$ cat src/hw/rtl/i2c_master_transfer_sequencer_top_assert.svh
// assertion macros for the i2c master transfer sequencer
// used by the top level; needs no package
`ifndef I2C_MASTER_TRANSFER_SEQUENCER_TOP_ASSERT_SVH
`define I2C_MASTER_TRANSFER_SEQUENCER_TOP_ASSERT_SVH

// implication checked on every clock edge outside reset
`define I2CMS_ASSERT_IMP(lbl, clk, rstn, ante, cons, msg) \
  lbl: assert property (@(posedge clk) disable iff (!rstn) (ante) |-> (cons)) \
    else $error(msg);

// implication whose consequent is checked in the next cycle, outside reset
`define I2CMS_ASSERT_NEXT(lbl, clk, rstn, ante, cons, msg) \
  lbl: assert property (@(posedge clk) disable iff (!rstn) (ante) |=> (cons)) \
    else $error(msg);

`endif

$ cat src/hw/rtl/i2cms_pkg.sv
// shared types and constants of the i2c master transfer sequencer
// used by the buffer ram, the control unit and the top level
package i2cms_pkg;

  localparam int unsigned MAX_BYTES = 64;
  localparam int unsigned BUF_AW    = $clog2(MAX_BYTES);
  localparam int unsigned CNT_W     = $clog2(MAX_BYTES + 1);

  localparam logic [CNT_W-1:0] MAX_CNT = CNT_W'(MAX_BYTES);

  typedef enum logic [1:0] {
    CMD_LOAD  = 2'd0,
    CMD_WRITE = 2'd1,
    CMD_READ  = 2'd2,
    CMD_EVENT = 2'd3
  } cmd_t;

  typedef enum logic [1:0] {
    PH_IDLE  = 2'd0,
    PH_START = 2'd1,
    PH_TX    = 2'd2,
    PH_RX    = 2'd3
  } phase_t;

  typedef enum logic [2:0] {
    ACT_NONE      = 3'd0,
    ACT_START     = 3'd1,
    ACT_SEND      = 3'd2,
    ACT_RECV_NACK = 3'd3,
    ACT_STOP      = 3'd4
  } action_t;

  localparam logic [7:0] STATUS_MASK   = 8'hF8;
  localparam logic [7:0] ST_SLAW_ACK   = 8'h18;
  localparam logic [7:0] ST_DATA_ACK   = 8'h28;
  localparam logic [7:0] ST_SLAW_NACK  = 8'h20;
  localparam logic [7:0] ST_DATA_NACK  = 8'h30;
  localparam logic [7:0] ST_SLAR_ACK   = 8'h40;
  localparam logic [7:0] ST_RX_NACK    = 8'h58;
  localparam logic [7:0] RW_READ       = 8'h01;

  // one result as produced by the control unit at acceptance
  typedef struct packed {
    logic       accepted;
    action_t    action;
    logic       use_ram;
    logic [7:0] byte_out;
    logic [7:0] read_data;
    logic       done;
    logic       busy;
  } ctrl_res_t;

  typedef struct packed {
    logic              rd_en;
    logic [BUF_AW-1:0] rd_addr;
  } ram_rd_t;

endpackage

$ cat src/hw/rtl/i2cms_buf_ram.sv
// send buffer: one write port, one registered read port
// depends on i2cms_pkg
module i2cms_buf_ram (
  input  logic                       clk,
  input  logic                       we,
  input  logic [i2cms_pkg::BUF_AW-1:0] wr_addr,
  input  logic [7:0]                 wr_data,
  input  i2cms_pkg::ram_rd_t         rd,
  output logic [7:0]                 rd_data
);
  import i2cms_pkg::*;

  logic [7:0] mem [MAX_BYTES];
  logic [7:0] rd_data_r;

  always_ff @(posedge clk) begin
    if (we) begin
      mem[wr_addr] <= wr_data;
    end
  end

  always_ff @(posedge clk) begin
    if (rd.rd_en) begin
      rd_data_r <= mem[rd.rd_addr];
    end
  end

  assign rd_data = rd_data_r;

endmodule

$ cat src/hw/rtl/i2cms_ctrl.sv
// transfer control: phase machine, counters, address and read byte
// depends on i2cms_pkg
module i2cms_ctrl (
  input  logic                       clk,
  input  logic                       rst_n,
  input  logic                       fire,
  input  i2cms_pkg::cmd_t            cmd,
  input  logic [6:0]                 target_address,
  input  logic [6:0]                 transfer_length,
  input  logic [7:0]                 bus_status,
  input  logic [7:0]                 received_byte,
  output i2cms_pkg::ctrl_res_t       res,
  output i2cms_pkg::ram_rd_t         rd
);
  import i2cms_pkg::*;

  phase_t           phase_r, phase_nxt;
  logic [CNT_W-1:0] bytes_r, bytes_nxt;
  logic [CNT_W-1:0] slot_r, slot_nxt;
  logic [7:0]       addr_r, addr_nxt;
  logic             done_r, done_nxt;
  logic [7:0]       last_r, last_nxt;

  logic [7:0]       status;
  logic             tx_more;
  logic             is_start;
  logic [CNT_W-1:0] len_sat;

  always_comb begin
    status   = bus_status & STATUS_MASK;
    tx_more  = (slot_r < bytes_r) && (slot_r < MAX_CNT);
    is_start = (cmd == CMD_WRITE) || (cmd == CMD_READ);
    len_sat  = ({1'b0, transfer_length} > {1'b0, 7'(MAX_BYTES)}) ? MAX_CNT
             : CNT_W'(transfer_length);
  end

  // next state
  always_comb begin
    phase_nxt = phase_r;
    bytes_nxt = bytes_r;
    slot_nxt  = slot_r;
    addr_nxt  = addr_r;
    done_nxt  = done_r;
    last_nxt  = last_r;
    if (is_start && phase_r == PH_IDLE) begin
      if (cmd == CMD_WRITE) begin
        bytes_nxt = len_sat;
        slot_nxt  = '0;
        addr_nxt  = {target_address, 1'b0};
      end else begin
        addr_nxt  = {target_address, 1'b0} | RW_READ;
      end
      done_nxt  = 1'b0;
      phase_nxt = PH_START;
    end else if (cmd == CMD_EVENT) begin
      unique case (phase_r)
        PH_START: begin
          phase_nxt = ((addr_r & RW_READ) != 8'h00) ? PH_RX : PH_TX;
        end
        PH_TX: begin
          if (status == ST_SLAW_ACK || status == ST_DATA_ACK) begin
            if (tx_more) begin
              slot_nxt = slot_r + CNT_W'(1);
            end else begin
              phase_nxt = PH_IDLE;
              done_nxt  = 1'b1;
            end
          end else if (status == ST_SLAW_NACK || status == ST_DATA_NACK) begin
            phase_nxt = PH_IDLE;
            done_nxt  = 1'b1;
          end
        end
        PH_RX: begin
          if (status != ST_SLAR_ACK) begin
            if (status == ST_RX_NACK) begin
              last_nxt = received_byte;
            end
            phase_nxt = PH_IDLE;
            done_nxt  = 1'b1;
          end
        end
        PH_IDLE: begin
        end
      endcase
    end
  end

  // outputs
  always_comb begin
    res.accepted = 1'b0;
    res.action   = ACT_NONE;
    res.use_ram  = 1'b0;
    res.byte_out = 8'h00;
    rd.rd_en     = 1'b0;
    rd.rd_addr   = slot_r[BUF_AW-1:0];
    if (is_start && phase_r == PH_IDLE) begin
      res.accepted = 1'b1;
      res.action   = ACT_START;
    end else if (cmd == CMD_EVENT) begin
      unique case (phase_r)
        PH_START: begin
          res.action   = ACT_SEND;
          res.byte_out = addr_r;
        end
        PH_TX: begin
          if (status == ST_SLAW_ACK || status == ST_DATA_ACK) begin
            if (tx_more) begin
              res.action  = ACT_SEND;
              res.use_ram = 1'b1;
              rd.rd_en    = fire;
            end else begin
              res.action = ACT_STOP;
            end
          end else if (status == ST_SLAW_NACK || status == ST_DATA_NACK) begin
            res.action = ACT_STOP;
          end
        end
        PH_RX: begin
          res.action = (status == ST_SLAR_ACK) ? ACT_RECV_NACK : ACT_STOP;
        end
        PH_IDLE: begin
        end
      endcase
    end
    res.read_data = last_nxt;
    res.done      = done_nxt;
    res.busy      = (phase_nxt != PH_IDLE);
  end

  always_ff @(posedge clk) begin
    if (!rst_n) begin
      phase_r <= PH_IDLE;
      bytes_r <= '0;
      slot_r  <= '0;
      addr_r  <= 8'h00;
      done_r  <= 1'b0;
      last_r  <= 8'h00;
    end else if (fire) begin
      phase_r <= phase_nxt;
      bytes_r <= bytes_nxt;
      slot_r  <= slot_nxt;
      addr_r  <= addr_nxt;
      done_r  <= done_nxt;
      last_r  <= last_nxt;
    end
  end

endmodule

$ cat src/hw/rtl/i2c_master_transfer_sequencer_top.sv
// a result beat appears the cycle after its input beat is taken
// throughput: one input beat per cycle while the output is not stalled; the send buffer is read once at acceptance
//   and its registered data joins the result in the output stage
// reset: synchronous, active low; clears phase, counters, flags and the output valid
//   bit; the send buffer is not cleared and holds garbage until loaded
// depends on i2cms_pkg, i2cms_buf_ram, i2cms_ctrl and the assertion macro header
module i2c_master_transfer_sequencer_top (
  input  logic        clk,
  input  logic        rst_n,
  input  logic        in_tvalid,
  output logic        in_tready,
  // lowest bit up: byte_index[5:0], byte_value[13:6], target_address[20:14],
  // transfer_length[27:21], bus_status[35:28], received_byte[43:36], zero[47:44]
  input  logic [47:0] in_tdata,
  // command[1:0]
  input  logic [1:0]  in_tuser,
  output logic        out_tvalid,
  input  logic        out_tready,
  // lowest bit up: accepted[0], bus_action[3:1], bus_byte[11:4],
  // read_data[19:12], transfer_done[20], busy_res[21], zero[23:22]
  output logic [23:0] out_tdata
);
  import i2cms_pkg::*;

`include "i2c_master_transfer_sequencer_top_assert.svh"

  // input field split
  logic [5:0] byte_index;
  logic [7:0] byte_value;
  logic [6:0] target_address;
  logic [6:0] transfer_length;
  logic [7:0] bus_status;
  logic [7:0] received_byte;
  cmd_t       command;

  assign byte_index      = in_tdata[5:0];
  assign byte_value      = in_tdata[13:6];
  assign target_address  = in_tdata[20:14];
  assign transfer_length = in_tdata[27:21];
  assign bus_status      = in_tdata[35:28];
  assign received_byte   = in_tdata[43:36];
  assign command         = cmd_t'(in_tuser);

  // output stage: one result register, refilled in the cycle it drains
  logic      out_valid_r;
  ctrl_res_t out_res_r;
  logic      in_fire;

  assign in_tready = !out_valid_r || out_tready;
  assign in_fire   = in_tvalid && in_tready;

  ctrl_res_t  res;
  ram_rd_t    rd;
  logic [7:0] ram_q;
  logic       ram_we;

  // loads go straight to the buffer; slots past the end are dropped
  assign ram_we = in_fire && (command == CMD_LOAD)
               && ({1'b0, byte_index} < MAX_CNT);

  i2cms_ctrl u_ctrl (
    .clk             (clk),
    .rst_n           (rst_n),
    .fire            (in_fire),
    .cmd             (command),
    .target_address  (target_address),
    .transfer_length (transfer_length),
    .bus_status      (bus_status),
    .received_byte   (received_byte),
    .res             (res),
    .rd              (rd)
  );

  // the read is issued at acceptance, so an earlier load is already written
  // and a later one lands after the read; no forwarding needed
  i2cms_buf_ram u_buf (
    .clk     (clk),
    .we      (ram_we),
    .wr_addr (byte_index[BUF_AW-1:0]),
    .wr_data (byte_value),
    .rd      (rd),
    .rd_data (ram_q)
  );

  always_ff @(posedge clk) begin
    if (!rst_n) begin
      out_valid_r <= 1'b0;
    end else if (in_fire) begin
      out_valid_r <= 1'b1;
    end else if (out_tready) begin
      out_valid_r <= 1'b0;
    end
  end

  always_ff @(posedge clk) begin
    if (in_fire) begin
      out_res_r <= res;
    end
  end

  // ram_q only moves on acceptance, so it stays with the held result
  logic [7:0] bus_byte;
  assign bus_byte   = out_res_r.use_ram ? ram_q : out_res_r.byte_out;
  assign out_tvalid = out_valid_r;
  assign out_tdata  = {2'b00, out_res_r.busy, out_res_r.done, out_res_r.read_data,
                       bus_byte, out_res_r.action, out_res_r.accepted};

  // a stop always ends the transfer and raises done
  `I2CMS_ASSERT_IMP(a_stop_ends, clk, rst_n,
    out_valid_r && out_res_r.action == ACT_STOP,
    out_res_r.done && !out_res_r.busy, "stop without done or with busy")
  // a taken start leaves the block busy with done cleared
  `I2CMS_ASSERT_IMP(a_start_busy, clk, rst_n,
    out_valid_r && out_res_r.accepted,
    out_res_r.busy && !out_res_r.done && out_res_r.action == ACT_START,
    "accepted start without busy")
  // a buffer read is only ever taken for a send action
  `I2CMS_ASSERT_NEXT(a_ram_send, clk, rst_n,
    rd.rd_en,
    out_valid_r && out_res_r.use_ram && out_res_r.action == ACT_SEND,
    "buffer read not tied to a send")

endmodule
$ cat config.mk
export PLATFORM = sky130hd
export DESIGN_NAME = i2c_master_transfer_sequencer_top
export DESIGN_NICKNAME = d
export VERILOG_FILES = /design/src/hw/rtl/i2cms_pkg.sv /design/src/hw/rtl/i2cms_buf_ram.sv /design/src/hw/rtl/i2cms_ctrl.sv /design/src/hw/rtl/i2c_master_transfer_sequencer_top.sv
export VERILOG_INCLUDE_DIRS = /design/src /design/src/hw/rtl
export SDC_FILE = /design/constraint.sdc
export NUM_CORES = 1
export LEC_CHECK = 0
export ABC_CLOCK_PERIOD_IN_PS = 3500
export BUFFER_PORTS_ARGS = -buffer_cell sky130_fd_sc_hd__buf_2
export CORE_ASPECT_RATIO = 0.7
export CORE_MARGIN = 5
export CORE_UTILIZATION = 50
export DETAILED_ROUTE_END_ITERATION = 12
export PLACE_DENSITY = 0.66
export SLEW_MARGIN = 0
export SYNTH_ARGS = -nofsm -noshare
export SYNTH_HDL_FRONTEND = slang
export SYNTH_SLANG_ARGS = --single-unit
$ cat constraint.sdc
create_clock -name clk -period 3.5 [get_ports clk]
set_clock_uncertainty 0.1 [all_clocks]
set_input_delay 1.05 -clock clk [delete_from_list [all_inputs] [get_ports clk]]
set_output_delay 1.05 -clock clk [all_outputs]
set_load 0.05 [all_outputs]
### Yosys cells after proc, flatten, opt, wreduce, memory -nomap -nowiden

Memory sizes are Yosys's and may differ from the RTL's. A register that Yosys moved wholly into a read port is not among the register bits.
Cells that the tools add are included.

| storage, ports and cells | value |
|---|---|
| flip-flop bits (word level) | 57 |
| memory bits (writable) | 512 |
| bits of input ports | 54 |
| output and inout bits | 26 |
| word-level logic and storage cells | 110 |
| memories | 1 |

Memories:

| name | words | bits a word | read ports | clocked after memory_dff | write ports | RTL line | RTL |
|---|---|---|---|---|---|---|---|
| u_buf.mem | 64 | 8 | 1 | 1 | 1 | i2cms_buf_ram.sv:13 | `logic [7:0] mem [MAX_BYTES];` |

| cells by class | value |
|---|---|
| add/subtract/negate cells | 1 |
| $lt $le $gt $ge | 3 |
| eq/ne operators | 14 |
| multiplexer cells | 49 |
| bitwise logic cells | 4 |
| reduce and logical (&&, ||, !) cells | 23 |

Operator list:

| cell | number |
|---|---|
| $mux W8 | 7 |
| $mux W7 | 7 |
| $mux W1 | 21 |
| $eq A5 B3 Y1 const B | 3 |
| $mux W2 | 6 |
| $mux W3 | 4 |
| $reduce_bool A2 Y1 | 6 |
| $eq A5 B4 Y1 const B | 2 |
| $mux W10 | 1 |
| $pmux W3 S3 | 1 |
| $eq A2 B2 Y1 const B | 4 |
| $add A7 B1 Y7 const B | 1 |
| $gt A7 B7 Y1 const B | 1 |
| $lt A7 B7 Y1 | 1 |
| $lt A7 B7 Y1 const B | 1 |
| $pmux W2 S3 | 1 |
| $reduce_and A6 Y1 | 1 |
| $eq A5 B2 Y1 const B | 1 |
| $ne A5 B4 Y1 const B | 1 |
| $eq A2 B1 Y1 const B | 2 |
| $logic_and A1 B1 Y1 | 4 |
| $logic_not A2 Y1 | 2 |
| $logic_or A1 B1 Y1 | 4 |
| $not A1 Y1 | 4 |
| other kinds (8) | 8 |

### Depth between registers and ports, before layout

Gate-level depths: netlist of the first run.

| depth | value |
|---|---|
| depth after elaboration | 8 |
| depth in mapped cells | 9 |
| mapped depth without buffers | 8 |

### Cells and area by module

Synthesis of the first run repeated with hierarchy kept, for this count alone.

| unflattened totals | value |
|---|---|
| cells, all modules | 1,231 |
| area total of the unflattened synthesis | 23,222.3 µm² |

Modules (own cells, without submodules):

| module | instances | cells each | area each (µm²) | seq. area each (µm²) |
|---|---|---|---|---|
| i2cms_buf_ram | 1 | 940 | 20,246.9 | 15,615.0 |
| i2cms_ctrl | 1 | 236 | 1,969.4 | 660.6 |
| i2c_master_transfer_sequencer_top | 1 | 55 | 1,006.0 | 710.7 |

### Worst setup path before layout of the first run

OpenSTA, ideal clock, no wires.

| timing path | value |
|---|---|
| path kind | input-to-reg |
| start point | input out_tready |
| end point | memory u_buf.mem[62][0], enable pin |
| setup time | 370 ps |
| arrival | 2,754 ps |
| required time | 3,030 ps |
| setup slack | 276 ps |
| stages on the path | 5 |
| buffers on the path | 0 |
| cells stage by stage | nand2b_1 -> nand2_1 -> nor3b_1 -> nand3_1 -> nor2_1 |

| on the way | value |
|---|---|
| longest elaborated chain between the ends | 5 |

Ends and longest elaborated chain:

| element | RTL line | RTL |
|---|---|---|
| start, declared | i2c_master_transfer_sequencer_top.sv:18 | `input logic out_tready,` |
| $logic_or A1 B1 Y1 | i2c_master_transfer_sequencer_top.sv:49 | `assign in_tready = !out_valid_r \|\| out_tready;` |
| $logic_and A1 B1 Y1 | i2c_master_transfer_sequencer_top.sv:50 | `assign in_fire = in_tvalid && in_tready;` |
| $logic_and A1 B1 Y1 | i2c_master_transfer_sequencer_top.sv:58 | `assign ram_we = in_fire && (command == CMD_LOAD)` |
| $mux W1 | i2cms_buf_ram.sv:17 | `if (we) begin` |
| $mux W1 (not written as such) | i2cms_buf_ram.sv:18 | `mem[wr_addr] <= wr_data;` |
| end, declared | i2cms_buf_ram.sv:13 |  |

Every way passes these cells.

### Worst setup path in the final report of the first run

| timing path | value |
|---|---|
| start point | register u_ctrl.slot_r[0] |
| end point | register u_buf.rd_data_r[1] (netlist: u_buf.rd_data[1]), read port of u_buf.mem, data pin |

| on the way | value |
|---|---|
| longest elaborated chain between the ends | 7 |
| elaborated cells on any way between the ends | 8 |
| those cells by class | order compare (2); mux (5); reduce/logical (1) |

Ends and longest elaborated chain:

| element | RTL line | RTL |
|---|---|---|
| start, declared | i2cms_ctrl.sv:19 | `logic [CNT_W-1:0] slot_r, slot_nxt;` |
| start signal, assigned | i2cms_ctrl.sv:141 | `slot_r <= slot_nxt;` |
| $lt A7 B7 Y1 | i2cms_ctrl.sv:31 | `tx_more = (slot_r < bytes_r) && (slot_r < MAX_CNT);` |
| $logic_and A1 B1 Y1 | i2cms_ctrl.sv:31 |  |
| $mux W1 | i2cms_ctrl.sv:107 | `if (tx_more) begin` |
| $mux W1 | i2cms_ctrl.sv:106 | `if (status == ST_SLAW_ACK \|\| status == ST_DATA_ACK) begin` |
| $mux W1 | i2cms_ctrl.sv:100 | `unique case (phase_r)` |
| $mux W1 | i2cms_ctrl.sv:99 | `end else if (cmd == CMD_EVENT) begin` |
| $mux W1 | i2cms_ctrl.sv:96 | `if (is_start && phase_r == PH_IDLE) begin` |
| end, declared | i2cms_buf_ram.sv:14 | `logic [7:0] rd_data_r;` |

Parallel ways exist; a longest one is shown, timed or not.
A chain may end at the register's enable or synchronous reset.

==> results.sh, run 1 <==
export IMPL_synthTopCellsByCount="edfxtp_1, mux4_2, nor2_1"
export IMPL_cpMaxStageDelayCell="a221oi_1"
export IMPL_cts_buffers_inserted=52
export IMPL_worst_slew_pin_transition_ns=0.883
export IMPL_drt_iter0_drc=1274
export IMPL_ios=80
export IMPL_ys_top_cells_by_area="edfxtp_1, mux4_2, dfxtp_1"
export IMPL_switching_share_pct=19.5
export IMPL_rsz0062_at_grt="no"
export IMPL_drv_slew=0
export IMPL_vias=12100
export IMPL_drt_pass1_iter_count=5
export IMPL_synth_warnings=0
export IMPL_clk_path_buf_depth=3
export IMPL_drive_gt1_share_pct=27.8
export IMPL_overflow=0
export IMPL_post_synth_top_area_fraction_pct=71.1
export IMPL_post_place_cells=1959
export IMPL_fp_dieH_um=189
export IMPL_yosysMostFrequentCell="edfxtp_1"
export IMPL_core_area_mm2=0.0452
export IMPL_stdcell_area_mm2=0.0263
export IMPL_status="complete, no violations"
export IMPL_synth_seq_area_share_pct=74.0
export IMPL_hold_violations=0
export IMPL_crit_chain="buf_4 -> mux4_2 -> a221oi_1 -> a22oi_1 -> o211a_1"
export IMPL_post_cts_resize_count=0
export IMPL_power_frac_seq_pct=55.4
export IMPL_r2r_end="u_buf.rd_data[1]"
export IMPL_start_kind="flop"
export IMPL_peakVddDrop_v=0.000431
export IMPL_fp_dieW_um=266
export IMPL_crit_end="u_buf.rd_data[1]"
export IMPL_vias_per_cell=5.89
export IMPL_power_w=0.0137
export IMPL_period_share_pct=83.9
export IMPL_synth_edf_count=543
export IMPL_cp_max_fo=12
export IMPL_wl_um=52400
export IMPL_die_area_mm2=0.0503
export IMPL_portBuffers=70
export IMPL_ant_nets=0
export IMPL_clkSlewWorstSetupHoldPaths_ns=0.06
export IMPL_endpoint_kind="flop"
export IMPL_fill_cells=3439
export IMPL_initial_core_util_pct=50.7
export IMPL_htree_levels=2
export IMPL_max_stage_delay_ns=0.63
export IMPL_hold_class="flop to flop"
export IMPL_cts_sinks=577
export IMPL_intPower_w=0.0110
export IMPL_synthCells=1241
export IMPL_gr_usage_all_layers_pct=20.6
export IMPL_r2r_start="u_ctrl.slot_r[0]"
export IMPL_grt_pass1_vias=12000
export IMPL_syn_area_mm2=0.0229
export IMPL_switchingPower_w=0.00266
export IMPL_wl_per_cell_um=25.5
export IMPL_stdcell_count=2055
export IMPL_hold_buffers=0
export IMPL_hpwl_um=34000
export IMPL_nets=1474
export IMPL_rows=65
export IMPL_cts_root_buffer="clkbuf_16"
export IMPL_period_needed_ns=2.94
export IMPL_clkPwrFrac_pct=42.0
export IMPL_ys_types=55
export IMPL_drv_cap=0
export IMPL_worstSetupStartpoint="u_ctrl.slot_r[0]"
export IMPL_dpl_instance_area_mm2=0.0246
export IMPL_ys_async_sr_fraction_pct=0
export IMPL_p_per_area_mw_per_mm2=519
export IMPL_cp_required_ns=3.70
export IMPL_setup_tns_ns=0
export IMPL_postCtsSetupRepairBufs=0
export IMPL_gp_congestion=0.850
export IMPL_antenna_found_initial=2
export IMPL_power_frac_comb_pct=2.5
export IMPL_cts_tree="done"
export IMPL_syn_avg_cell_area_um2=18.5
export IMPL_clock_fmax_mhz=340
export IMPL_critical_path_class="flop to flop"
export IMPL_grt_max_degree=65
export IMPL_clk_latency_ns=0.57
export IMPL_synth_top_cell_by_area="edfxtp_1"
export IMPL_synthFlopType="edfxtp_1"
export IMPL_r2r_slack_ns=0.56
export IMPL_grt_pass1_wl_um=77500
export IMPL_syn2layout_area_growth_pct=14.7
export IMPL_arrival_ns=3.14
export IMPL_relSlewSlack_pct=41.2
export IMPL_rr_worst_depth=5
export IMPL_ys_seq_elements=577
export IMPL_finalSetupViolations=0
export IMPL_whs_ns=0.362
export IMPL_route_detailed_drc=0
export IMPL_power_leakage_nw=8.43
[flip-flops by register name (all words and copies together), names as in the netlist]
register and count:
u_ctrl.done_r 1, u_ctrl.slot_r 7, u_ctrl.bytes_r 7, out_tvalid 1, u_ctrl.phase_r 2, u_ctrl.addr_r 8
u_buf.mem 512, u_ctrl.last_r 8, out_res_r 9, out_tdata 14, u_buf.rd_data 8
[area by class of cell]
cell class	instances	area, um^2	area share [%]
multi-input combinational	572	5450	20.7
inverter	13	48.8	0.185
clock buffer	68	1380	5.25
antenna	2	5.00	0.0190
clock inverter	26	319	1.21
timing repair buffer	194	1370	5.20
tap	603	754	2.87
sequential	577	17000	64.6
[placed cells by master, fill, tap and decap left out, types with 8 or more instances in the layout]
master     netlist  final
bufinv_16        0      8
clkbuf_16        0     53
nand2_1         63     63
mux4_2         112    112
buf_2           19     70
edfxtp_1       543    543
mux2i_1         42     42
o22ai_1          9      9
nor2_1          88     88
and2_1          13     13
a21oi_1         20     20
a211oi_1        11     11
nor2b_1         13     13
a21boi_0        17     17
ha_1            10     10
dfxtp_1         34     31
a22oi_1         22     22
o21ai_0         11     11
clkinv_1         0      9
clkbuf_1        27     15
mux2_2          16     16
inv_1           13     13
clkinv_2         0      9
buf_4           24    117
o221ai_1        12     12
nand3_1         32     32
[layer usage]
metal	part of all wire (%)	vias up	wire length (um)	track usage [%]
met5	0	-	0	0
met4	2.3	0	1190	5.19
met3	9.7	87	5110	5.51
met2	43	507	22600	29.0
met1	45	6201	23600	32.4
li1	-	5301	-	-
[kinds of logic after synthesis]
| family | share of synthesized area, % |
|---|---|
| compound gates | 4.06 |
| xor+xnor | 0.0382 |
| fa+ha+maj | 0.545 |
| buf+inv | 2.23 |
| flops | 74.0 |
| mux | 13.6 |
| other cells | 0.0163 |
| simple gates | 5.47 |
[stage by stage]
step | setup WS [ns] | utilization [%]
2_1_floorplan | 0.276 | -
3_3_place_gp | 0.330 | 54.4
3_5_place_dp | 0.268 | 54.4
4_1_cts | 0.578 | 58.2
5_1_grt | 0.490 | 58.2
6_report | 0.563 | 58.2
[power by group through the flow]
stage | registers (W) | logic, W | clock network, W
after global placement | 0.00773 | 0.000333 | 0
after floorplan | 0.00773 | 0.000161 | 0
final | 0.00758 | 0.000345 | 0.00575
after CTS | 0.00758 | 0.000345 | 0.00586
after global routing | 0.00758 | 0.000368 | 0.00616
after detailed placement | 0.00773 | 0.000344 | 0
[critical path, delay by kind of cell, from the launching register on]
kind	cells	cell delay, ns
flip-flops	1	0.55
buffers and inverters	1	0.27
multiplexers	1	0.53
AO/OA/AOI/OAI	3	1.18
[how the worst min path moves through the flow]
stage	from	endpoint	slack (ns)	depth (start not counted)
floorplan	u_ctrl.addr_r[3]	u_ctrl.addr_r[3]	0.34	2
global placement	u_ctrl.last_r[3]	u_ctrl.last_r[3]	0.35	2
detailed placement	u_ctrl.last_r[3]	u_ctrl.last_r[3]	0.36	2
CTS	u_ctrl.addr_r[2]	u_ctrl.addr_r[2]	0.37	2
global route	u_ctrl.last_r[5]	u_ctrl.last_r[5]	0.39	2
finish	u_ctrl.addr_r[2]	u_ctrl.addr_r[2]	0.36	2
Power figures use the tool's default switching activity.
==> inputs of run 2 (changes only) <==
- ABC_AREA: default -> 1
- ABC_CLOCK_PERIOD_IN_PS: 3500 -> 3100
- clock period: 3.5 -> 3.1 ns (I/O delays scaled with it)
==> run 2 against run 1 <==
  * Utilization down 1.1 points
  * Cell area up 7.2%
  * Worst hold slack worse by 0.0018 ns
  * Largest power group unchanged
  * Highest routed layer unchanged
==> results.sh, run 2 <==
export IMPL_hold_buffers=0
export IMPL_fill_cells=4105
export IMPL_core_area_mm2=0.0494
export IMPL_antenna_found_initial=2
export IMPL_synth_fa_ha_area_share_pct=0.500
export IMPL_largest_register_ffs=512
export IMPL_ys_types=37
export IMPL_pre_cts_ws_ns=0.339
export IMPL_cts_tree="done"
export IMPL_rows=68
export IMPL_hold_class="flop to flop"
export IMPL_wl_um=61400
export IMPL_p_per_area_mw_per_mm2=566
export IMPL_drt_pass1_iter_count=8
export IMPL_drive_gt1_share_pct=12.0
export IMPL_cts_root_buffer="clkbuf_16"
export IMPL_synthSimpleGateAreaFrac_pct=20.8
export IMPL_synth_edf_count=543
export IMPL_synthCells=2402
export IMPL_cp_max_fo=8
export IMPL_period_needed_ns=2.79
export IMPL_synth_top_cell_by_area="edfxtp_1"
export IMPL_switchingPower_w=0.00348
export IMPL_clock_fmax_mhz=359
export IMPL_hpwl_um=38000
export IMPL_critical_path_class="flop to output port"
export IMPL_drt_iter0_drc=2103
export IMPL_ant_nets=0
export IMPL_gr_usage_all_layers_pct=21.9
export IMPL_period_share_pct=89.9
export IMPL_fp_dieH_um=197
export IMPL_synth_compound_area_share_pct=3.10
export IMPL_arrival_ns=1.76
export IMPL_syn2layout_area_growth_pct=12.8
export IMPL_status="complete, no violations"
export IMPL_relSlewSlack_pct=45.7
export IMPL_vias=17100
export IMPL_gp_congestion=0.900
export IMPL_rsz0062_at_grt="no"
export IMPL_ys_async_sr_fraction_pct=0
export IMPL_postCtsSetupRepairBufs=0
export IMPL_final_cell_mix="nand2_1, edfxtp_1, nor2_1"
export IMPL_vias_per_cell=5.28
export IMPL_clk_path_buf_depth=3
export IMPL_drv_slew=0
export IMPL_syn_area_mm2=0.0250
export IMPL_worst_slew_pin_transition_ns=0.814
export IMPL_switching_share_pct=21.8
export IMPL_synth_top_family_by_area="simple AND/OR/NAND/NOR gates"
export IMPL_postLayoutCoreUtil_pct=57.1
export IMPL_power_frac_comb_pct=5.4
export IMPL_ys_seq_elements=577
export IMPL_clk_latency_ns=0.58
export IMPL_intPower_w=0.0125
export IMPL_synth_xor_area_share_pct=0.105
export IMPL_synth_seq_area_share_pct=67.9
export IMPL_syn_avg_cell_area_um2=10.4
export IMPL_cts_buffers_inserted=53
export IMPL_ys_top_cells_by_area="edfxtp_1, nand2_1, nand3_1"
export IMPL_start_kind="flop"
export IMPL_setup_tns_ns=0
export IMPL_synth_warnings=0
export IMPL_initial_core_util_pct=50.6
export IMPL_power_leakage_nw=11.4
export IMPL_drv_cap=0
export IMPL_synthFlopType="edfxtp_1"
export IMPL_synthTopCellsByCount="nand2_1, edfxtp_1, nor2_1"
export IMPL_fin_ws_ns=0.314
export IMPL_ios=80
export IMPL_final_common_cell="nand2_1"
export IMPL_route_detailed_drc=0
export IMPL_cp_required_ns=2.07
export IMPL_portBuffers=70
export IMPL_wl_per_cell_um=19.0
export IMPL_post_cts_resize_count=0
export IMPL_post_synth_top_area_fraction_pct=65.1
export IMPL_power_frac_seq_pct=53.7
export IMPL_yosysMostFrequentCell="nand2_1"
export IMPL_clkSlewWorstSetupHoldPaths_ns=0.07
export IMPL_grt_pass1_wl_um=93400
export IMPL_clkPwrFrac_pct=40.8
export IMPL_endpoint_kind="output port"
export IMPL_peakVddDrop_v=0.000494
export IMPL_die_area_mm2=0.0547
export IMPL_grt_pass1_vias=16300
export IMPL_cts_sinks=577
export IMPL_synthMuxAreaShare_pct=0.360
export IMPL_finalSetupViolations=0
export IMPL_regMostFlops="u_buf.mem"
export IMPL_nets=2590
export IMPL_htree_levels=2
export IMPL_hold_violations=0
export IMPL_grt_max_degree=116
export IMPL_overflow=0
export IMPL_fp_dieW_um=277
## run 2: cell types whose count changed in the layout (fill, tap and decap cells not counted), sizes merged, moves of 97 or more
cell	previous run	this run
inv	13	259
mux4	112	0
nand2	63	685
nand3	32	266
nor2	88	290
o21ai	11	108
## run 2: path summary, 6_finish.rpt
kind | startpoint | depth (start not counted) | slack [ns] | endpoint
hold / removal | u_ctrl.addr_r[6] | 2 | 0.36 | u_ctrl.addr_r[6]
hold reg to reg | u_ctrl.addr_r[6] | 2 | 0.36 | u_ctrl.addr_r[6]
setup reg to reg | u_ctrl.slot_r[0] | 13 | 0.50 | u_buf.rd_data[3]
setup / recovery | out_res_r[18] | 2 | 0.31 | out_tdata[4]
## run 2: power by group through the flow
| stage | Combinational (W) | Clock, W | Sequential, W |
|---|---|---|---|
| finish | 0.000869 | 0.00652 | 0.00859 |
| global route | 0.000949 | 0.00694 | 0.00859 |
| CTS | 0.000863 | 0.00662 | 0.00859 |
| detailed placement | 0.000859 | 0 | 0.00876 |
| global placement | 0.000844 | 0 | 0.00876 |
| floorplan | 0.000537 | 0 | 0.00875 |
## run 2: final cells by class
class                           count  area, um^2  share of cell area (%)
Sequential cell                   577       17000                    60.2
Multi-Input combinational cell   1440        6240                    22.1
Timing Repair Buffer              194        1440                    5.12
Clock buffer                       62        1400                    4.97
Inverter                          260         983                    3.48
Tap cell                          665         832                    2.95
Clock inverter                     35         319                    1.13
Antenna cell                        2        5.00                  0.0177
## run 2: routing by layer
layer  global-route usage (%)  up-vias  share of wire [%]
li1                         -     8165                  -
met1                     32.3     8198                 45
met2                     33.8      653                 45
met4                     4.80        0                1.8
met3                     4.91       77                8.9
met5                        0        -                  0
## run 2: worst max-delay path: stages, from the launching register on
cell and delay, ns:
edfxtp_1 0.56, mux2_2 0.40, buf_2 0.22
## run 2: cells by family after synthesis
| logic type | Yosys count |
|---|---|
| AO/OA/AOI/OAI | 151 |
| XOR/XNOR | 3 |
| adder cells (fa/ha/maj) | 10 |
| buffers and inverters | 386 |
| flip-flops | 577 |
| multiplexers | 8 |
| other | 1 |
| AND/OR/NAND/NOR | 1266 |
## run 2: metrics by stage
stage	cells	total power (W)	hold slack [ns]	cell area [um^2]
detailed placement	3136	0.00962	0.353	26500
finish	3235	0.0160	0.360	28200
global placement	3136	0.00960	0.346	26500
CTS	3233	0.0161	0.363	28200
floorplan	2403	0.00929	0.330	25000
global route	3235	0.0165	0.389	28200
